===== src/rtl/core/pdmc_pkg.sv =====
// Package for the protease digest / missed cleavage unit.
// Holds payload structs, controller/datapath command and status types,
// register codes and reset values. No dependencies.
`timescale 1ns / 1ps

package pdmc_pkg;

  localparam int unsigned MaxMissedDefault     = 4;
  localparam int unsigned MaxProteinLenDefault = 65536;

  localparam int unsigned ResW     = 8;
  localparam int unsigned ProtIdW  = 20;
  localparam int unsigned PosOutW  = 16;
  localparam int unsigned MissW    = 3;
  localparam int unsigned MaskW    = 26;
  localparam int unsigned LenW     = 8;
  localparam int unsigned CfgIdxW  = 3;
  localparam int unsigned CfgDataW = 26;

  localparam logic [ResW-1:0] CharA = 8'h41;
  localparam logic [ResW-1:0] CharZ = 8'h5A;
  localparam logic [ResW-1:0] CharM = 8'h4D;

  // configuration register indexes
  typedef enum logic [CfgIdxW-1:0] {
    CfgCleaveAfter = 3'd0,
    CfgNotBefore   = 3'd1,
    CfgMaxMissed   = 3'd2,
    CfgMinLength   = 3'd3,
    CfgMaxLength   = 3'd4
  } cfg_idx_e;

  localparam logic [MaskW-1:0] CleaveAfterRst = 26'h0020400;  // K, R
  localparam logic [MaskW-1:0] NotBeforeRst   = 26'h0008000;  // P
  localparam logic [MissW-1:0] MaxMissedRst   = 3'd0;
  localparam logic [LenW-1:0]  MinLengthRst   = 8'd5;
  localparam logic [LenW-1:0]  MaxLengthRst   = 8'd60;

  typedef struct packed {
    logic [ResW-1:0]    residue;
    logic               last_residue;
    logic [ProtIdW-1:0] protein_id;
    logic               decoy_flag;
    logic               contaminant_flag;
  } in_t;

  typedef struct packed {
    logic [PosOutW-1:0] peptide_start;
    logic [PosOutW-1:0] peptide_end;
    logic [MissW-1:0]   missed_count;
    logic [ProtIdW-1:0] out_protein_id;
    logic               out_decoy;
    logic               out_contaminant;
    logic               run_last;
  } out_t;

  // controller -> datapath
  typedef struct packed {
    logic latch;        // take the input transaction
    logic push_first;   // first residue: clear starts, push position
    logic push_site;    // push position after a site group
    logic scan_load;    // restart start scan
    logic end_sel_pos;  // scan end is current position (protein end)
    logic scan_step;    // check one start, keep it if the length fits
    logic flush;        // retire pending result, update residue state
  } cmd_t;

  // datapath -> controller
  typedef struct packed {
    logic have_prev;
    logic last;
    logic site;
    logic in_range;
    logic hit;
    logic out_free;
    logic pend_valid;
  } sts_t;

  function automatic logic letter_hit(logic [MaskW-1:0] mask, logic [ResW-1:0] c);
    logic [ResW-1:0] off;
    off = c - CharA;
    return (c >= CharA && c <= CharZ) ? mask[off[4:0]] : 1'b0;
  endfunction

endpackage


===== src/rtl/core/pdmc_ctrl.sv =====
// Controller for the protease digest unit: sequences one residue through
// site test, start scans and result retirement. Uses pdmc_pkg.
`timescale 1ns / 1ps

module pdmc_ctrl (
  input  logic            clk_i,
  input  logic            rst_ni,
  input  logic            in_valid_i,
  input  pdmc_pkg::sts_t  sts_i,
  output logic            in_stall_o,
  output pdmc_pkg::cmd_t  cmd_o
);

  localparam logic [1:0] StIdle  = 2'd0;
  localparam logic [1:0] StEval  = 2'd1;
  localparam logic [1:0] StScan  = 2'd2;
  localparam logic [1:0] StFlush = 2'd3;

  logic [1:0] state_q, state_d;
  logic       phase_q, phase_d;  // 0: site group, 1: protein end group

  always_comb begin
    state_d = state_q;
    phase_d = phase_q;
    cmd_o   = '0;
    unique case (state_q)
      StIdle: begin
        if (in_valid_i) begin
          cmd_o.latch = 1'b1;
          state_d     = StEval;
        end
      end
      StEval: begin
        priority if (!sts_i.have_prev) begin
          cmd_o.push_first = 1'b1;
          if (sts_i.last) begin
            cmd_o.scan_load   = 1'b1;
            cmd_o.end_sel_pos = 1'b1;
            phase_d           = 1'b1;
            state_d           = StScan;
          end else begin
            state_d = StFlush;
          end
        end else if (sts_i.site) begin
          cmd_o.scan_load = 1'b1;
          phase_d         = 1'b0;
          state_d         = StScan;
        end else if (sts_i.last) begin
          cmd_o.scan_load   = 1'b1;
          cmd_o.end_sel_pos = 1'b1;
          phase_d           = 1'b1;
          state_d           = StScan;
        end else begin
          state_d = StFlush;
        end
      end
      StScan: begin
        if (sts_i.in_range) begin
          // a hit displaces the pending result into the output register
          if (!sts_i.hit || !sts_i.pend_valid || sts_i.out_free) begin
            cmd_o.scan_step = 1'b1;
          end
        end else if (!phase_q) begin
          cmd_o.push_site = 1'b1;
          if (sts_i.last) begin
            cmd_o.scan_load   = 1'b1;
            cmd_o.end_sel_pos = 1'b1;
            phase_d           = 1'b1;
          end else begin
            state_d = StFlush;
          end
        end else begin
          state_d = StFlush;
        end
      end
      StFlush: begin
        if (!sts_i.pend_valid || sts_i.out_free) begin
          cmd_o.flush = 1'b1;
          state_d     = StIdle;
        end
      end
      default: state_d = StIdle;
    endcase
  end

  assign in_stall_o = (state_q != StIdle);

  always_ff @(posedge clk_i or negedge rst_ni) begin
    if (!rst_ni) begin
      state_q <= StIdle;
      phase_q <= 1'b0;
    end else begin
      state_q <= state_d;
      phase_q <= phase_d;
    end
  end

endmodule


===== src/rtl/core/pdmc_dp.sv =====
// Datapath for the protease digest unit: config registers, residue state,
// start ring, length check, pending result and output register. Uses pdmc_pkg.
`timescale 1ns / 1ps

module pdmc_dp #(
  parameter int unsigned MAX_MISSED      = pdmc_pkg::MaxMissedDefault,
  parameter int unsigned MAX_PROTEIN_LEN = pdmc_pkg::MaxProteinLenDefault
) (
  input  logic                            clk_i,
  input  logic                            rst_ni,
  input  pdmc_pkg::in_t                   in_data_i,
  input  logic                            out_stall_i,
  output logic                            out_valid_o,
  output pdmc_pkg::out_t                  out_data_o,
  input  logic                            cfg_we_i,
  input  logic [pdmc_pkg::CfgIdxW-1:0]    cfg_index_i,
  input  logic [pdmc_pkg::CfgDataW-1:0]   cfg_data_i,
  input  pdmc_pkg::cmd_t                  cmd_i,
  output pdmc_pkg::sts_t                  sts_o
);

  localparam int unsigned Depth = MAX_MISSED + 1;
  localparam int unsigned PosW  = $clog2(MAX_PROTEIN_LEN);
  localparam int unsigned CntW  = $clog2(Depth + 1);
  localparam int unsigned IdxW  = (Depth > 1) ? $clog2(Depth) : 1;
  localparam int unsigned CmpW  = (CntW > pdmc_pkg::MissW) ? CntW : pdmc_pkg::MissW;
  localparam int unsigned LcW   = (PosW + 1 > pdmc_pkg::LenW) ? PosW + 1 : pdmc_pkg::LenW;
  localparam int unsigned MmCap = (MAX_MISSED > 7) ? 7 : MAX_MISSED;
  localparam logic [PosW-1:0] PosLast = PosW'(MAX_PROTEIN_LEN - 1);
  localparam logic [PosW:0]   PosSpan = (PosW + 1)'(MAX_PROTEIN_LEN);

  // configuration
  logic [pdmc_pkg::MaskW-1:0] cleave_q, not_before_q;
  logic [pdmc_pkg::MissW-1:0] max_missed_q;
  logic [pdmc_pkg::LenW-1:0]  min_len_q, max_len_q;

  // residue state
  logic [PosW-1:0]           pos_q;
  logic [pdmc_pkg::ResW-1:0] prev_q;
  logic                      have_prev_q;
  logic [PosW-1:0]           ring_q [Depth];
  logic [CntW-1:0]           cnt_q;

  // current transaction and scan
  pdmc_pkg::in_t   item_q;
  logic [PosW-1:0] end_q;
  logic [CntW-1:0] m_q;

  pdmc_pkg::out_t pend_q, out_q, cand, retire;
  logic           pend_valid_q, out_valid_q;

  logic [PosW-1:0]            prev_pos, start_pos;
  logic [pdmc_pkg::MissW-1:0] mm;
  logic [PosW:0]              diff, len;
  logic                       in_range, hit, out_free, move_out;

  assign prev_pos  = (pos_q == '0) ? PosLast : pos_q - PosW'(1);
  assign mm        = (max_missed_q > pdmc_pkg::MissW'(MmCap)) ?
                     pdmc_pkg::MissW'(MmCap) : max_missed_q;
  assign start_pos = ring_q[m_q[IdxW-1:0]];

  // length with wrap, modulo the protein length
  always_comb begin
    diff = {1'b0, end_q} - {1'b0, start_pos};
    if (diff[PosW]) begin
      diff = diff + PosSpan;
    end
    len = diff + (PosW + 1)'(1);
  end

  assign in_range = (CmpW'(m_q) <= CmpW'(mm)) && (m_q < cnt_q);
  assign hit      = (LcW'(len) > LcW'(min_len_q)) && (LcW'(len) <= LcW'(max_len_q));
  assign out_free = !out_valid_q || !out_stall_i;
  assign move_out = pend_valid_q && ((cmd_i.scan_step && hit) || cmd_i.flush);

  always_comb begin
    cand                 = '0;
    cand.peptide_start   = pdmc_pkg::PosOutW'(start_pos);
    cand.peptide_end     = pdmc_pkg::PosOutW'(end_q);
    cand.missed_count    = pdmc_pkg::MissW'(m_q);
    cand.out_protein_id  = item_q.protein_id;
    cand.out_decoy       = item_q.decoy_flag;
    cand.out_contaminant = item_q.contaminant_flag;
    cand.run_last        = 1'b0;
  end

  // the pending result is the last of its residue when it leaves on flush
  always_comb begin
    retire          = pend_q;
    retire.run_last = cmd_i.flush;
  end

  always_comb begin
    sts_o            = '0;
    sts_o.have_prev  = have_prev_q;
    sts_o.last       = item_q.last_residue;
    // initiator M at position 0 never cuts
    sts_o.site       = pdmc_pkg::letter_hit(cleave_q, prev_q) &&
                       !pdmc_pkg::letter_hit(not_before_q, item_q.residue) &&
                       !(prev_pos == '0 && prev_q == pdmc_pkg::CharM);
    sts_o.in_range   = in_range;
    sts_o.hit        = hit;
    sts_o.out_free   = out_free;
    sts_o.pend_valid = pend_valid_q;
  end

  // control registers
  always_ff @(posedge clk_i or negedge rst_ni) begin
    if (!rst_ni) begin
      cleave_q     <= pdmc_pkg::CleaveAfterRst;
      not_before_q <= pdmc_pkg::NotBeforeRst;
      max_missed_q <= pdmc_pkg::MaxMissedRst;
      min_len_q    <= pdmc_pkg::MinLengthRst;
      max_len_q    <= pdmc_pkg::MaxLengthRst;
      pos_q        <= '0;
      prev_q       <= '0;
      have_prev_q  <= 1'b0;
      cnt_q        <= '0;
      m_q          <= '0;
      pend_valid_q <= 1'b0;
      out_valid_q  <= 1'b0;
    end else begin
      if (cfg_we_i) begin
        unique case (pdmc_pkg::cfg_idx_e'(cfg_index_i))
          pdmc_pkg::CfgCleaveAfter: cleave_q     <= cfg_data_i;
          pdmc_pkg::CfgNotBefore:   not_before_q <= cfg_data_i;
          pdmc_pkg::CfgMaxMissed:   max_missed_q <= cfg_data_i[pdmc_pkg::MissW-1:0];
          pdmc_pkg::CfgMinLength:   min_len_q    <= cfg_data_i[pdmc_pkg::LenW-1:0];
          pdmc_pkg::CfgMaxLength:   max_len_q    <= cfg_data_i[pdmc_pkg::LenW-1:0];
          default: ;
        endcase
      end

      if (cmd_i.push_first) begin
        cnt_q <= CntW'(1);
      end else if (cmd_i.push_site && cnt_q < CntW'(Depth)) begin
        cnt_q <= cnt_q + CntW'(1);
      end

      if (cmd_i.scan_load) begin
        m_q <= '0;
      end else if (cmd_i.scan_step) begin
        m_q <= m_q + CntW'(1);
      end

      if (cmd_i.flush) begin
        pend_valid_q <= 1'b0;
        if (item_q.last_residue) begin
          pos_q       <= '0;
          prev_q      <= '0;
          have_prev_q <= 1'b0;
          cnt_q       <= '0;
        end else begin
          prev_q      <= item_q.residue;
          have_prev_q <= 1'b1;
          pos_q       <= (pos_q == PosLast) ? '0 : pos_q + PosW'(1);
        end
      end else if (cmd_i.scan_step && hit) begin
        pend_valid_q <= 1'b1;
      end

      if (move_out) begin
        out_valid_q <= 1'b1;
      end else if (!out_stall_i) begin
        out_valid_q <= 1'b0;
      end
    end
  end

  // payload registers
  always_ff @(posedge clk_i) begin
    if (cmd_i.latch) begin
      item_q <= in_data_i;
    end
    if (cmd_i.scan_load) begin
      end_q <= cmd_i.end_sel_pos ? pos_q : prev_pos;
    end
    if (cmd_i.push_first || cmd_i.push_site) begin
      for (int i = Depth - 1; i > 0; i--) begin
        ring_q[i] <= ring_q[i-1];
      end
      ring_q[0] <= pos_q;
    end
    if (cmd_i.scan_step && hit) begin
      pend_q <= cand;
    end
    if (move_out) begin
      out_q <= retire;
    end
  end

  assign out_valid_o = out_valid_q;
  assign out_data_o  = out_q;

endmodule


===== src/rtl/core/protease_digest_missed_cleavage_unit.sv =====
// Top level of the protease digest / missed cleavage unit.
// Instantiates pdmc_ctrl and pdmc_dp; types from pdmc_pkg.
`timescale 1ns / 1ps

// Takes one residue per input transaction and emits the peptides that end
// at each cleavage site, shortest missed count first, with run_last on the
// final peptide a residue causes. A residue is evaluated first; each peptide
// group that it closes then scans the stored starts, shortest first (up to
// max_missed + 1), and a flush retires the pending result; a last residue
// that also ends a site runs two groups. The start ring is scanned through
// one length check, and a waiting peptide must leave the single output
// register before the next accepted one can move up. A result waits in the
// output register while the next residue is accepted.
module protease_digest_missed_cleavage_unit #(
  parameter int unsigned MAX_MISSED      = pdmc_pkg::MaxMissedDefault,
  parameter int unsigned MAX_PROTEIN_LEN = pdmc_pkg::MaxProteinLenDefault
) (
  input  logic                          clk_i,
  input  logic                          rst_ni,
  input  logic                          in_valid_i,
  output logic                          in_stall_o,
  input  pdmc_pkg::in_t                 in_data_i,
  output logic                          out_valid_o,
  input  logic                          out_stall_i,
  output pdmc_pkg::out_t                out_data_o,
  input  logic                          cfg_we_i,
  input  logic [pdmc_pkg::CfgIdxW-1:0]  cfg_index_i,
  input  logic [pdmc_pkg::CfgDataW-1:0] cfg_data_i
);

  pdmc_pkg::cmd_t cmd;
  pdmc_pkg::sts_t sts;

  pdmc_ctrl u_ctrl (
    .clk_i      (clk_i),
    .rst_ni     (rst_ni),
    .in_valid_i (in_valid_i),
    .sts_i      (sts),
    .in_stall_o (in_stall_o),
    .cmd_o      (cmd)
  );

  pdmc_dp #(
    .MAX_MISSED      (MAX_MISSED),
    .MAX_PROTEIN_LEN (MAX_PROTEIN_LEN)
  ) u_dp (
    .clk_i       (clk_i),
    .rst_ni      (rst_ni),
    .in_data_i   (in_data_i),
    .out_stall_i (out_stall_i),
    .out_valid_o (out_valid_o),
    .out_data_o  (out_data_o),
    .cfg_we_i    (cfg_we_i),
    .cfg_index_i (cfg_index_i),
    .cfg_data_i  (cfg_data_i),
    .cmd_i       (cmd),
    .sts_o       (sts)
  );

endmodule


===== config.mk =====
export PLATFORM = sky130hd
export DESIGN_NAME = protease_digest_missed_cleavage_unit
export DESIGN_NICKNAME = d
export VERILOG_FILES = /design/src/rtl/core/pdmc_pkg.sv /design/src/rtl/core/pdmc_ctrl.sv /design/src/rtl/core/pdmc_dp.sv /design/src/rtl/core/protease_digest_missed_cleavage_unit.sv
export SDC_FILE = /design/constraint.sdc
export NUM_CORES = 1
export LEC_CHECK = 0
export ABC_AREA = 1
export BUFFER_PORTS_ARGS = -buffer_cell sky130_fd_sc_hd__buf_2
export CAP_MARGIN = 20
export CELL_PAD_IN_SITES_DETAIL_PLACEMENT = 1
export CELL_PAD_IN_SITES_GLOBAL_PLACEMENT = 1
export CORE_MARGIN = 3
export CORE_UTILIZATION = 43
export DETAILED_ROUTE_END_ITERATION = 10
export GPL_TIMING_DRIVEN = 0
export HOLD_SLACK_MARGIN = 0.12
export PLACE_DENSITY_LB_ADDON = 0.25
export SLEW_MARGIN = 30
export SYNTH_ARGS = -nofsm -noshare
export SYNTH_HDL_FRONTEND = slang
export SYNTH_HIERARCHICAL = 1
export SYNTH_SLANG_ARGS = --single-unit

===== constraint.sdc =====
create_clock -name clk_i -period 6.25 [get_ports clk_i]
set_clock_uncertainty 0.2 [all_clocks]
set_input_delay 0.9375 -clock clk_i [delete_from_list [all_inputs] [get_ports clk_i]]
set_output_delay 0.9375 -clock clk_i [all_outputs]
set_load 0.05 [all_outputs]

==> impl_metrics.tcl <==
set metrics [dict create \
    die_y_um 198 \
    multiInputGateArea_um2 4970 \
    antenna_cells 0 \
    cts_inserted_buffers 38 \
    detail-route-antenna-nets 0 \
    avgSynthCellArea_um2 10.5 \
    nFillCells 3940 \
    cp.required_ns 6.29 \
    endpoint_kind "register" \
    die-width_um 198 \
    setup_viol 0 \
    layout-area-overhead-vs-synth_pct 18.6 \
    whs_path_depth 0 \
    synth-edff-count 242 \
    grt_max_degree 70 \
    async_reset_ff_share_pct 30.7 \
    first_iter_violations 591 \
    startpoint_type "register" \
    grt_pass1_vias 11950 \
    fmax_mhz 167 \
    drv_cap 0 \
    rows 69 \
    synth_cell_type_count 48 \
    dr.pass1.iters 5 \
    post_route_cells_drive_above_1_share_pct 18.3 \
    grt_pass1_wl_um 65900 \
    ys_warn_count 6 \
    max-slew-margin-rel_pct 46.7 \
    clockBufferDepth 3 \
    vias 11498 \
    fin_nets 1814 \
    netlist_area_um2 15800 \
    crit_arrival_ns 6.03 \
    final_cell_mix "312 x nand2_1, 242 x edfxtp_1, 184 x inv_1" \
    cts_max_level 2 \
    core_area_um2 35800 \
    syn_inst 1500 \
    cts_root_buffer "clkbuf_16" \
    fin_crit_ns 5.99 \
    hold_class "reg2reg" \
    ys_seq_area_share_pct 63.1 \
    slew_violations 0 \
    cts.sinks 349 \
    worstPathMaxFanout 14 \
    outcome "finished clean" \
    avgViaCountPerCell 5.28 \
    synth_area_leaders "edfxtp_1 46%, dfrtp_1 16%, nand2_1 7.5%" \
    grt_overflow 0 \
    synth_ff_type "edfxtp_1" \
    crit_path_max_incr_delay_ns 0.57 \
    cpMostUsedCell "inv_1" \
    track_usage_pct 21.6 \
    wirelength_um 42300 \
    crit_slowest_cell "fa_1" \
    io_pins 125 \
    synth_top_area_share_pct 46.1 \
    clock_latency_ns 0.56 \
    route.detailed.drc 0 \
    final_common_cell "nand2_1" \
    ff_latch_area_um2 9960 \
    portBuffers 124 \
    start_util_pct 44.0 \
    final_hold_viol_count 0 \
    cts_tree "built" \
    worst_r2r_path_depth 31 \
    synth_nets 1622 \
    clkTransAtPathRegs_ns 0.06 \
    wl_per_cell_um 19.4 \
    synth_top_cell_by_area "edfxtp_1" \
    crit_type "reg2reg" \
    dieArea_um2 39000 \
    antenna_found_initial 1 \
    worst_pin_slew_ns 0.798 \
    finish.utilization_pct 52.2 \
    fin_crit_sh_pct 95.9 \
    dp_hpwl_um 30700 \
    gp_congestion 0.854 \
    synth-seq-cells 349 \
]
==> through the flow <==
stage               setup TNS (ns)  std cells  setup WS [ns]  hold slack (ns)  area (um^2)
finish                           0       2179          0.257            0.219        18700
global placement           -142.56       2085          -1.37            0.201        17000
detailed placement         -100.54       2091          -1.05            0.206        17100
CTS                              0       2167        0.00934            0.212        18500
global route                -0.222       2179        -0.0215            0.222        18700
floorplan                        0       1500          0.261            0.200        15800
==> path summary, 6_finish.rpt <==
| path | from | endpoint | slack (ns) |
|---|---|---|---|
| max reg2reg | u_dp/m_q[1] | u_dp/out_data_o[11] | 0.26 |
| min reg2reg | u_dp/pend_q[44] | u_dp/out_data_o[44] | 0.22 |
| max in group asynchronous | rst_ni | u_dp/cleave_q[17] | 4.49 |
| min in group asynchronous | rst_ni | u_dp/m_q[1] | 0.67 |
| min | u_dp/pend_q[44] | u_dp/out_data_o[44] | 0.22 |
| max | u_dp/m_q[1] | u_dp/out_data_o[11] | 0.26 |
==> state kept, by name, indices dropped and copies added (netlist names), 3 cells and up <==
signal	cells
u_dp/out_data_o	58
u_dp/cand	22
u_dp/end_q	16
u_dp/prev_q	8
u_dp/max_missed_q	3
u_dp/min_len_q	8
u_dp/pend_q	57
u_dp/cleave_q	26
u_dp/max_len_q	8
u_dp/m_q	3
u_dp/item_q	8
u_dp/ring_q	80
u_dp/not_before_q	26
u_dp/cnt_q	3
u_dp/pos_q	16
==> metal layers <==
| metal | global-route usage, % | routed length (um) | share of wire [%] |
|---|---|---|---|
| met5 | 0 | 18 | 0.043 |
| met4 | 5.45 | 735 | 1.7 |
| met3 | 4.20 | 1990 | 4.7 |
| met2 | 37.6 | 21200 | 50 |
| met1 | 27.9 | 18400 | 43 |
==> cell usage after synthesis, types with 4 or more instances <==
library cell	count
inv_2	5
o22ai_1	34
buf_4	9
dfrtp_1	98
nand2_2	15
nand4_1	21
nand2_1	315
inv_1	191
nor3_1	10
edfxtp_1	242
xor2_1	19
a31oi_1	7
nor2_1	104
a21oi_1	56
xnor2_1	5
nor2_2	6
dfstp_2	9
clkbuf_1	32
o21ai_0	145
o311ai_0	7
o21bai_1	4
a22oi_1	6
ha_1	56
nand3_1	52
nor2_4	4
a211oi_1	4
nand3_2	10
==> cell families after synthesis <==
kind of cell               count (synthesis)  share of synthesized area [%]
xor gates and xnor gates                  24                           1.33
and+or+nand+nor                          547                           15.1
adders and majority gates                 57                           4.57
buffers and inverters                    245                           6.11
DFF                                      349                           63.1
AOI/OAI and AO/OA                        277                           9.75
muxes                                      1                         0.0635
==> critical path, delay by kind of cell, from the launching register on <==
kind            cells  cell delay, ns
fa+ha+maj           4            1.27
flops               1            0.49
compound gates      4            0.70
xor+xnor            1            0.12
buf+inv             9            1.19
simple gates       13            1.68
==> repair_timing <==
| item | CTS | global route |
|---|---|---|
| endpoints found under the hold margin | 32 | 0 |
| cloned | 2 | 0 |
| setup endpoints to repair | 120 | 110 |
| gates resized for setup | 30 | 34 |
| buffers inserted | 7 | 12 |
| hold buffers | 1 | 0 |
| pin swaps | 2 | 10 |
==> cell type report <==
| type | instances | share of cell area (%) |
|---|---|---|
| repair buffers | 152 | 5.39 |
| flip-flops and latches | 349 | 53.2 |
| inverters | 198 | 4.04 |
| multi-input cells | 906 | 26.6 |
| well taps | 461 | 3.08 |
| clock buffers | 45 | 5.44 |
| plain buffers | 47 | 1.50 |
| clock inverters | 21 | 0.729 |
Power is not shown: default switching activity piles up to over one toggle a cycle in this logic, so the estimate is an artifact.
